File: config.mk
export PLATFORM = sky130hd
export DESIGN_NAME = imu_frame_parser_scaler
export DESIGN_NICKNAME = d
export VERILOG_FILES = /design/src/rtl/imufps_pkg.sv /design/src/rtl/imufps_parser.sv /design/src/rtl/imufps_queue.sv /design/src/rtl/imufps_scaler.sv /design/src/rtl/imu_frame_parser_scaler.sv
export SDC_FILE = /design/constraint.sdc
export NUM_CORES = 1
export LEC_CHECK = 0
export BUFFER_PORTS_ARGS = -buffer_cell sky130_fd_sc_hd__buf_2
export CAP_MARGIN = 10
export CORE_AREA = 8 8 239 241
export DETAILED_ROUTE_END_ITERATION = 8
export DIE_AREA = 0 0 247 249
export HOLD_SLACK_MARGIN = 0.08
export PLACE_DENSITY_LB_ADDON = 0.05
export SLEW_MARGIN = 30
export SYNTH_ARGS = -nofsm -noshare
export SYNTH_HDL_FRONTEND = slang
export SYNTH_SLANG_ARGS = --single-unit
File: constraint.sdc
create_clock -name clk -period 7.58 [get_ports clk]
set_clock_uncertainty 0.2 [all_clocks]
set_input_delay 1.516 -clock clk [delete_from_list [all_inputs] [get_ports clk]]
set_output_delay 1.516 -clock clk [all_outputs]
set_load 0.02 [all_outputs]
File: src/rtl/imufps_pkg.sv
// Shared types and constants for the motion sensor frame parser and scaler.
// No dependencies.
package imufps_pkg;

  localparam int FRAC_BITS_DEF   = 8;
  localparam int QUEUE_DEPTH_DEF = 4;

  localparam int WORD_W  = 16;
  localparam int AXIS_W  = 20;
  localparam int TEMP_W  = 16;
  localparam int KIND_W  = 2;
  localparam int TDATA_W = 80;

  localparam int OUT_MAX = 524287;
  localparam int OUT_MIN = -524288;

  localparam logic [7:0] HDR_BYTE = 8'h55;
  localparam logic [7:0] TYPE_LO  = 8'h51;
  localparam logic [7:0] TYPE_HI  = 8'h53;

  typedef enum logic [KIND_W-1:0] {
    KIND_ACC  = 2'd0,
    KIND_RATE = 2'd1,
    KIND_ANG  = 2'd2
  } kind_t;

  // Raw frame handed from the parser to the scaler
  typedef struct packed {
    kind_t                    kind;
    logic signed [WORD_W-1:0] w0;
    logic signed [WORD_W-1:0] w1;
    logic signed [WORD_W-1:0] w2;
    logic signed [TEMP_W-1:0] temp;
  } frame_t;

endpackage

File: src/rtl/imufps_parser.sv
// Front end: hunts for frame header and type, collects payload bytes and
// pushes one raw frame per checksum byte. Depends on imufps_pkg.
module imufps_parser (
  input  logic                   clk,
  input  logic                   rst,
  input  logic                   s_tvalid,
  output logic                   s_tready,
  input  logic [7:0]             s_tdata,   // rx_byte[7:0]
  input  logic                   q_full,
  output logic                   q_push,
  output imufps_pkg::frame_t     q_data
);
  import imufps_pkg::*;

  localparam logic [3:0] POS_HUNT = 4'd0;
  localparam logic [3:0] POS_TYPE = 4'd1;
  localparam logic [3:0] POS_DAT0 = 4'd2;
  localparam logic [3:0] POS_DAT7 = 4'd9;
  localparam logic [3:0] POS_CSUM = 4'd10;

  logic [3:0]  pos;
  logic [3:0]  pos_next;
  kind_t       kind_held;
  logic [7:0]  payload [8];
  logic        accept;
  logic [2:0]  widx;

  assign s_tready = !q_full;
  assign accept   = s_tvalid && s_tready;
  assign widx     = pos[2:0] - 3'd2;
  assign q_push   = accept && (pos == POS_CSUM);

  always_comb begin
    q_data.kind = kind_held;
    q_data.w0   = {payload[1], payload[0]};
    q_data.w1   = {payload[3], payload[2]};
    q_data.w2   = {payload[5], payload[4]};
    q_data.temp = (kind_held == KIND_ANG) ? {payload[7], payload[6]} : '0;
  end

  always_comb begin
    pos_next = POS_HUNT;
    if (pos == POS_HUNT) begin
      pos_next = (s_tdata == HDR_BYTE) ? POS_TYPE : POS_HUNT;
    end else if (pos == POS_TYPE) begin
      pos_next = (s_tdata >= TYPE_LO && s_tdata <= TYPE_HI) ? POS_DAT0 : POS_HUNT;
    end else if (pos >= POS_DAT0 && pos <= POS_DAT7) begin
      pos_next = pos + 4'd1;
    end
  end

  always_ff @(posedge clk) begin
    if (rst) begin
      pos       <= POS_HUNT;
      kind_held <= KIND_ACC;
    end else if (accept) begin
      pos <= pos_next;
      if (pos == POS_TYPE && pos_next == POS_DAT0) begin
        kind_held <= kind_t'(2'(s_tdata - TYPE_LO));
      end
    end
  end

  always_ff @(posedge clk) begin
    if (accept && pos >= POS_DAT0 && pos <= POS_DAT7) begin
      payload[widx] <= s_tdata;
    end
  end

`ifndef NO_ASSERTIONS
  a_pos_range: assert property (@(posedge clk) disable iff (rst) pos <= POS_CSUM)
    else $error("parser position out of range");
  a_push_room: assert property (@(posedge clk) disable iff (rst) q_push |-> !q_full)
    else $error("frame pushed into full queue");
  a_csum_wrap: assert property (@(posedge clk) disable iff (rst)
      q_push |=> pos == POS_HUNT)
    else $error("position not back to hunt after frame");
`endif

endmodule

File: src/rtl/imufps_queue.sv
// Short frame queue between parser and scaler, register based.
// Depends on imufps_pkg.
module imufps_queue #(
  parameter int DEPTH = imufps_pkg::QUEUE_DEPTH_DEF
) (
  input  logic                clk,
  input  logic                rst,
  input  logic                push,
  input  imufps_pkg::frame_t  push_data,
  output logic                full,
  input  logic                pop,
  output imufps_pkg::frame_t  pop_data,
  output logic                empty
);
  import imufps_pkg::*;

  localparam int PTR_W = (DEPTH > 1) ? $clog2(DEPTH) : 1;
  localparam int CNT_W = $clog2(DEPTH + 1);
  localparam logic [PTR_W-1:0] PTR_LAST = PTR_W'(DEPTH - 1);
  localparam logic [CNT_W-1:0] CNT_FULL = CNT_W'(DEPTH);

  frame_t            mem [DEPTH];
  logic [PTR_W-1:0]  wr_ptr;
  logic [PTR_W-1:0]  rd_ptr;
  logic [CNT_W-1:0]  count;
  logic              do_push;
  logic              do_pop;

  assign full     = (count == CNT_FULL);
  assign empty    = (count == '0);
  assign do_push  = push && !full;
  assign do_pop   = pop && !empty;
  assign pop_data = mem[rd_ptr];

  always_ff @(posedge clk) begin
    if (rst) begin
      wr_ptr <= '0;
      rd_ptr <= '0;
      count  <= '0;
    end else begin
      if (do_push) begin
        wr_ptr <= (wr_ptr == PTR_LAST) ? '0 : wr_ptr + 1'b1;
      end
      if (do_pop) begin
        rd_ptr <= (rd_ptr == PTR_LAST) ? '0 : rd_ptr + 1'b1;
      end
      if (do_push && !do_pop) begin
        count <= count + 1'b1;
      end else if (do_pop && !do_push) begin
        count <= count - 1'b1;
      end
    end
  end

  always_ff @(posedge clk) begin
    if (do_push) begin
      mem[wr_ptr] <= push_data;
    end
  end

`ifndef NO_ASSERTIONS
  a_cnt_max: assert property (@(posedge clk) disable iff (rst) count <= CNT_FULL)
    else $error("queue count overflow");
  a_cnt_inc: assert property (@(posedge clk) disable iff (rst)
      do_push && !do_pop |=> count == $past(count) + 1'b1)
    else $error("queue count not advanced on push");
  a_no_underrun: assert property (@(posedge clk) disable iff (rst) pop |-> !empty)
    else $error("pop from empty queue");
`endif

endmodule

File: src/rtl/imufps_scaler.sv
// Back end: multiplies raw axis words by the per-kind scale, then shifts,
// floors and saturates into the output register. Depends on imufps_pkg.
module imufps_scaler #(
  parameter int FRAC_BITS = imufps_pkg::FRAC_BITS_DEF
) (
  input  logic                clk,
  input  logic                rst,
  input  logic                q_empty,
  input  imufps_pkg::frame_t  q_data,
  output logic                q_pop,
  output logic                m_tvalid,
  input  logic                m_tready,
  output logic [imufps_pkg::TDATA_W-1:0] m_tdata,  // x[19:0], y, z, temp_centi, pad
  output logic [imufps_pkg::KIND_W-1:0]  m_tuser   // frame_kind[1:0]
);
  import imufps_pkg::*;

  localparam int PROD_W = WORD_W + 8;
  localparam int WIDE_W = PROD_W + FRAC_BITS + 4;
  localparam logic signed [WIDE_W-1:0] QMAX = WIDE_W'(OUT_MAX);
  localparam logic signed [WIDE_W-1:0] QMIN = WIDE_W'(OUT_MIN);
  localparam int PAD_W = TDATA_W - 3 * AXIS_W - TEMP_W;

  // scale = mult * 2^exp : 16 = 1*2^4, 2000 = 125*2^4, 180 = 45*2^2
  logic signed [7:0]        mult;
  logic signed [PROD_W-1:0] prod [3];
  logic signed [WORD_W-1:0] word_in [3];

  logic                     s1_valid;
  kind_t                    s1_kind;
  logic signed [PROD_W-1:0] s1_prod [3];
  logic signed [TEMP_W-1:0] s1_temp;

  logic                     s1_take;
  logic                     out_load;
  logic [AXIS_W-1:0]        axis_sat [3];

  kind_t                    out_kind;
  logic [AXIS_W-1:0]        out_axis [3];
  logic signed [TEMP_W-1:0] out_temp;

  assign out_load = !m_tvalid || m_tready;
  assign s1_take  = !s1_valid || out_load;
  assign q_pop    = s1_take && !q_empty;

  assign word_in[0] = q_data.w0;
  assign word_in[1] = q_data.w1;
  assign word_in[2] = q_data.w2;

  always_comb begin
    case (q_data.kind)
      KIND_ACC:  mult = 8'sd1;
      KIND_RATE: mult = 8'sd125;
      KIND_ANG:  mult = 8'sd45;
      default:   mult = 8'sd45;
    endcase
  end

  for (genvar i = 0; i < 3; i++) begin : g_axis
    logic signed [WIDE_W-1:0] ext;
    logic signed [WIDE_W-1:0] shifted;
    logic signed [WIDE_W-1:0] q;

    assign prod[i] = PROD_W'(word_in[i]) * PROD_W'(mult);

    always_comb begin
      ext = WIDE_W'(s1_prod[i]);
      if (s1_kind == KIND_ACC || s1_kind == KIND_RATE) begin
        shifted = ext <<< (FRAC_BITS + 4);
      end else begin
        shifted = ext <<< (FRAC_BITS + 2);
      end
      q = shifted >>> 15;
      if (q > QMAX) begin
        axis_sat[i] = QMAX[AXIS_W-1:0];
      end else if (q < QMIN) begin
        axis_sat[i] = QMIN[AXIS_W-1:0];
      end else begin
        axis_sat[i] = q[AXIS_W-1:0];
      end
    end
  end

  always_ff @(posedge clk) begin
    if (rst) begin
      s1_valid <= 1'b0;
      m_tvalid <= 1'b0;
    end else begin
      if (s1_take) begin
        s1_valid <= !q_empty;
      end
      if (out_load) begin
        m_tvalid <= s1_valid;
      end
    end
  end

  always_ff @(posedge clk) begin
    if (q_pop) begin
      s1_kind <= q_data.kind;
      s1_temp <= q_data.temp;
      for (int i = 0; i < 3; i++) begin
        s1_prod[i] <= prod[i];
      end
    end
    if (out_load && s1_valid) begin
      out_kind <= s1_kind;
      out_temp <= s1_temp;
      for (int i = 0; i < 3; i++) begin
        out_axis[i] <= axis_sat[i];
      end
    end
  end

  assign m_tdata = {{PAD_W{1'b0}}, out_temp, out_axis[2], out_axis[1], out_axis[0]};
  assign m_tuser = out_kind;

`ifndef NO_ASSERTIONS
  a_temp_kind: assert property (@(posedge clk) disable iff (rst)
      m_tvalid && out_kind != KIND_ANG |-> out_temp == '0)
    else $error("temperature set on non-angle frame");
  a_s1_hold: assert property (@(posedge clk) disable iff (rst)
      s1_valid && !out_load |=> s1_valid)
    else $error("stage one item dropped while stalled");
  a_s1_move: assert property (@(posedge clk) disable iff (rst)
      s1_valid && out_load |=> m_tvalid)
    else $error("stage one item not moved to output");
`endif

endmodule

File: src/rtl/imu_frame_parser_scaler.sv
// Top level of the motion sensor frame parser and scaler.
// Depends on imufps_pkg, imufps_parser, imufps_queue, imufps_scaler.
//
// Takes one serial byte per word on the s_ side at up to one byte per clock.
// A frame of 0x55, type 0x51..0x53, eight payload bytes and a checksum gives
// one word on the m_ side: three axes scaled to FRAC_BITS fraction bits,
// floored and saturated, plus temperature for angle frames. s_tready drops
// only while the frame queue holds QUEUE_DEPTH frames that the output side
// has not yet taken.
module imu_frame_parser_scaler #(
  parameter int FRAC_BITS   = imufps_pkg::FRAC_BITS_DEF,
  parameter int QUEUE_DEPTH = imufps_pkg::QUEUE_DEPTH_DEF
) (
  input  logic                           clk,
  input  logic                           rst,
  input  logic                           s_tvalid,
  output logic                           s_tready,
  input  logic [7:0]                     s_tdata,  // rx_byte[7:0]
  output logic                           m_tvalid,
  input  logic                           m_tready,
  output logic [imufps_pkg::TDATA_W-1:0] m_tdata,  // x[19:0], y[39:20], z[59:40], temp[75:60]
  output logic [imufps_pkg::KIND_W-1:0]  m_tuser   // frame_kind[1:0]
);
  import imufps_pkg::*;

  frame_t push_data;
  frame_t pop_data;
  logic   push;
  logic   pop;
  logic   full;
  logic   empty;

  imufps_parser u_parser (
    .clk      (clk),
    .rst      (rst),
    .s_tvalid (s_tvalid),
    .s_tready (s_tready),
    .s_tdata  (s_tdata),
    .q_full   (full),
    .q_push   (push),
    .q_data   (push_data)
  );

  imufps_queue #(
    .DEPTH (QUEUE_DEPTH)
  ) u_queue (
    .clk       (clk),
    .rst       (rst),
    .push      (push),
    .push_data (push_data),
    .full      (full),
    .pop       (pop),
    .pop_data  (pop_data),
    .empty     (empty)
  );

  imufps_scaler #(
    .FRAC_BITS (FRAC_BITS)
  ) u_scaler (
    .clk      (clk),
    .rst      (rst),
    .q_empty  (empty),
    .q_data   (pop_data),
    .q_pop    (pop),
    .m_tvalid (m_tvalid),
    .m_tready (m_tready),
    .m_tdata  (m_tdata),
    .m_tuser  (m_tuser)
  );

endmodule

==> impl.org <==
** Synth
- Async set-reset flop share out of synthesis :: 0%
- Counting flops and latches in the post-synthesis netlist gives between 500 and 600.
- Number of distinct standard cells referenced by the synthesized netlist :: 79
- By area the synthesized netlist is led by edfxtp_1 (50%), fa_1 (12%), ha_1 (7.9%), inv_1 (5.3%), mux4_2 (4.7%).
- Gate count of the mapped netlist :: roughly 2,200
- Post-synthesis share of cell area spent on xor and xnor gates :: approximately 2.4%
- Synthesis warning total :: 0
- Sequential elements use roughly half of the synthesized area.
- Multiplexer fraction of the synthesized cell area :: under 10%
- Cell area after technology mapping :: between 20,000 and 30,000 um^2
- Avg Cell Area, Syn :: 12.91 um^2
- Most used standard cell by instance count after synthesis :: edfxtp_1
- Of the post-synthesis cell area, the dominant cell type holds between 50% and 60%.
- In this run, synthesis inferred approximately 490 flip-flops with an integrated enable.
- The largest total area in the synthesized netlist belongs to edfxtp_1.
- Primary FF master, synth :: edfxtp_1
- By area, the combinational part of the netlist is dominated by adder cells.
- Complex-gate fraction of the synthesized area :: about 6.6%
- By count the netlist is led by edfxtp_1 (487), inv_1 (408), ha_1 (184).
- Summing the areas of all fa, ha and maj instances in the mapped netlist gives 19.64% of the synthesized area.
- Synth Area in Simple Gates :: under 10%

** Placement
- The count of buffers added on input and output ports is 91.
- Summing all placed instances gives a cell area of approximately 30,000 um^2.
- The HPWL after detailed placement is 38,400 um.
- The congestion estimate from routability-driven global placement came to 0.8583.

** Timing
- Total setup violations reported at the end of the flow :: 0
- Measured against its own limit, the worst slew margin works out to a little over a third.
- The final critical path takes up 86.20% of the cycle.
- Setup total negative slack on the finished layout was measured at 0 ps.
- Peak Freq :: ~150 MHz
- Post-layout minimum cycle time :: between 6000 and 7000 ps
- Unrepaired setup endpoints after global routing :: false
- The total count of max-transition violations in the final report was 0.
- For the pin with the worst max-slew slack, the measured transition is ~1000 ps.
- The count of endpoints failing hold in the final timing report came to 0.

** Finish
- Number of nets in the layout :: 2,695
- Growth of design area from synthesis to finish :: 9.309%
- Final standard cell area without fillers :: 31,750 um^2
- Filler instances :: about 4,200
- Cells with a size suffix above 1 make up a little under an eighth of the layout.

** Power
- Proportion of power drawn by the clock network :: about a quarter
- VDD sags by at most 0.0002204 V.
- Power density cells :: slightly below 300 nW/um^2
- Switching share of total power :: between 30% and 40%
- Internal power :: 6.151 mW
- The completed layout was analyzed and its total power is between 9 and 10 mW.
- Register share of total power :: between 40 and 50%
- Net load switching power :: between 3 and 4 mW
- Fraction of power consumed by combinational cells :: around 31%
- In this run the static leakage power is between 10 and 15 nW.

** Clock tree
- Clock latency at the later pin of the worst-skew pair :: ~600 ps
- Root Buffer :: clkbuf_16
- Num CTS Buffers :: 50
- Clock slew at reported path FFs :: around 60 ps
- Count of H-tree levels built during CTS :: 2
- CTS Hold Bufs :: 0
- Worst-case clock buffer depth :: 3
- Clock sinks :: ~500
- Post CTS Setup Buffer Count :: 0
- TritonCTS clock tree :: built
- Once the clock tree was built, the resizer swapped 0 gates to a different size.

** Worst setup path
- Arr. time, crit path :: approximately 6700 ps
- The most numerous cell type found on the critical path is inv_1.
- Worst reg-to-reg path cell count :: 19
- Number of buffer and inverter stages on the critical path :: 6
- Startpoint type of the worst setup path :: flop
- The largest single stage delay on the critical path is between 500 and 600 ps.
- The worst setup path is captured at a flop.
- Slowest-stage cell, CP :: fa_1
- Required time reported for the critical path endpoint :: 7710 ps
- Levels on crit path :: 19
- Maximum fanout along the worst path :: 65
- Critical path, cell by cell :: buf_12 > mux2_2 > nand2b_4 > and2_1 > inv_1 > fa_1 > fa_1 > inv_1 > fa_1 > inv_1 > fa_1 > inv_1 > ha_1 > inv_1 > nor2_1 > o2111ai_1 > a211oi_1 > o221ai_1 > xnor2_1
- Gate family responsible for the most delay along the worst path :: adder cells
- Setup Crit Path Kind :: flop to flop

** Die
- Io pins :: 96
- Core Box Area :: roughly 53,000 um^2
- From bottom edge to top edge, the die measures between 200 and 250 um.
- The die is approximately 250 um wide.
- Placement row count :: 85
- Once the floorplan was initialized, standard cells occupied 54.51% of the core.
- The die covers between 60,000 and 70,000 um^2.

** Job
- Max-cap violations in this run came to 0.

** Outcome
- Run status :: finished, final reports clean

** Hold path
- In this run the most critical hold path is launched from u_scaler.s1_temp[13]$_DFFE_PP_.
- Count of cells along the worst hold path :: 0
- Hold Path Class :: flop to flop

** Route
- DRC violations left :: 0
- Initial DRT Pass Iterations :: 5
- In the final routed layout, each cell accounts on average for around 17 um.
- The detailed router finished its first iteration with 913 violations.
- The count of nets left with antenna violations once routing finished came out at 0.
- Detailed Route WL :: between 50,000 and 60,000 um
- Vias per Instance :: approximately 5.2
- Summing over every cut layer, the via total after detailed routing is approximately 16,000.

** Global routing
- Total grt overflow :: 0
- First-pass GRT wire length :: 86,370 um
- The via count of the first global-routing pass came to 16,150.
- Initial antenna violation count :: 2
- Global routing used between 15 and 20% of the available tracks across all layers.
- Pin count of the biggest net entering global routing :: 113
[metal layers]
metal | GRT usage [%] | routed length [um]
met1 | 25.93 | 26070
met2 | 27.45 | 23960
met3 | 2.594 | 2299
met4 | 3.348 | 907
met5 | 0 | 0
[stage by stage]
step                      instances  utilization (%)  worst slack [ps]  hold WS, ps
after global placement         2972            56.50              1116        207.0
after CTS                      3061            59.58              1005        219.2
after detailed placement       2973            56.56              1018        204.5
after floorplan                2252                -             92.43        200.3
after global routing           3061            59.58             605.6        223.8
final                          3062            59.59              1046        221.4
[flip-flops by register name, indices dropped and copies added (netlist names), 3 cells and up, named ones only]
name               count
u_scaler.out_temp     16
u_queue.mem          264
u_parser.pos           4
u_queue.count          3
u_scaler.s1_temp      16
u_parser.payload      64
u_scaler.out_axis     60
u_scaler.s1_prod      63
[final timing paths]
kind                                             to  slack (ps)
hold / removal      u_scaler.out_temp[13]$_DFFE_PP_         220
setup / recovery  u_scaler.s1_prod[0][45]$_DFFE_PP_        1050
setup reg to reg  u_scaler.s1_prod[0][45]$_DFFE_PP_        1050
hold reg to reg     u_scaler.out_temp[13]$_DFFE_PP_         220
[cells by family after synthesis]
group	Yosys count
compound gates	309
xor+xnor	78
fa+ha+maj	354
buf+inv	494
flops	504
mux	95
other cells	1
simple gates	414
[layout by cell type (no fill, tap or decap), types with 15 or more instances in the layout]
| cell type | Yosys | layout |
|---|---|---|
| dfxtp_1 | 17 | 15 |
| fa_1 | 170 | 170 |
| and2_1 | 75 | 71 |
| ha_1 | 184 | 184 |
| o21ai_0 | 141 | 141 |
| nand2b_1 | 18 | 18 |
| clkbuf_16 | 0 | 51 |
| a21o_1 | 24 | 24 |
| a21oi_1 | 47 | 46 |
| nor2_1 | 62 | 62 |
| xor2_1 | 30 | 30 |
| xnor2_1 | 46 | 46 |
| nand3_1 | 26 | 26 |
| inv_1 | 408 | 408 |
| edfxtp_1 | 487 | 487 |
| buf_2 | 19 | 91 |
| nand2_1 | 168 | 168 |
| mux4_2 | 60 | 60 |
| mux2i_1 | 24 | 24 |
[cell type report]
class	count	area (um^2)	share of cell area (%)
Inverter	414	1554	4.895
Timing Repair Buffer	105	593.1	1.868
Clock buffer	65	1329	4.185
Clock inverter	23	282.8	0.8906
Multi-Input combinational cell	1254	12150	38.26
Sequential cell	504	14970	47.15
Antenna cell	1	2.502	0.007882
Tap cell	696	870.8	2.743
[worst reg2reg max path, stage by stage (launching register included)]
cell	delay (ps)
dfxtp_4	360
buf_12	440
mux2_2	560
nand2b_4	440
and2_1	240
inv_1	80
fa_1	470
fa_1	540
inv_1	50
fa_1	530
inv_1	50
fa_1	530
inv_1	40
ha_1	400
inv_1	110
nor2_1	160
o2111ai_1	160
a211oi_1	500
o221ai_1	230
xnor2_1	170
[power groups by stage]
stage	clock network (mW)	registers (mW)	logic, mW
2_1_floorplan	0	4.14	1.98
3_3_place_gp	0	3.97	2.81
3_5_place_dp	0	3.97	2.87
4_1_cts	2.49	3.92	2.89
5_1_grt	2.58	3.97	3.23
6_report	2.42	3.91	2.85
Note: power is estimated with default switching activity, not from simulation.
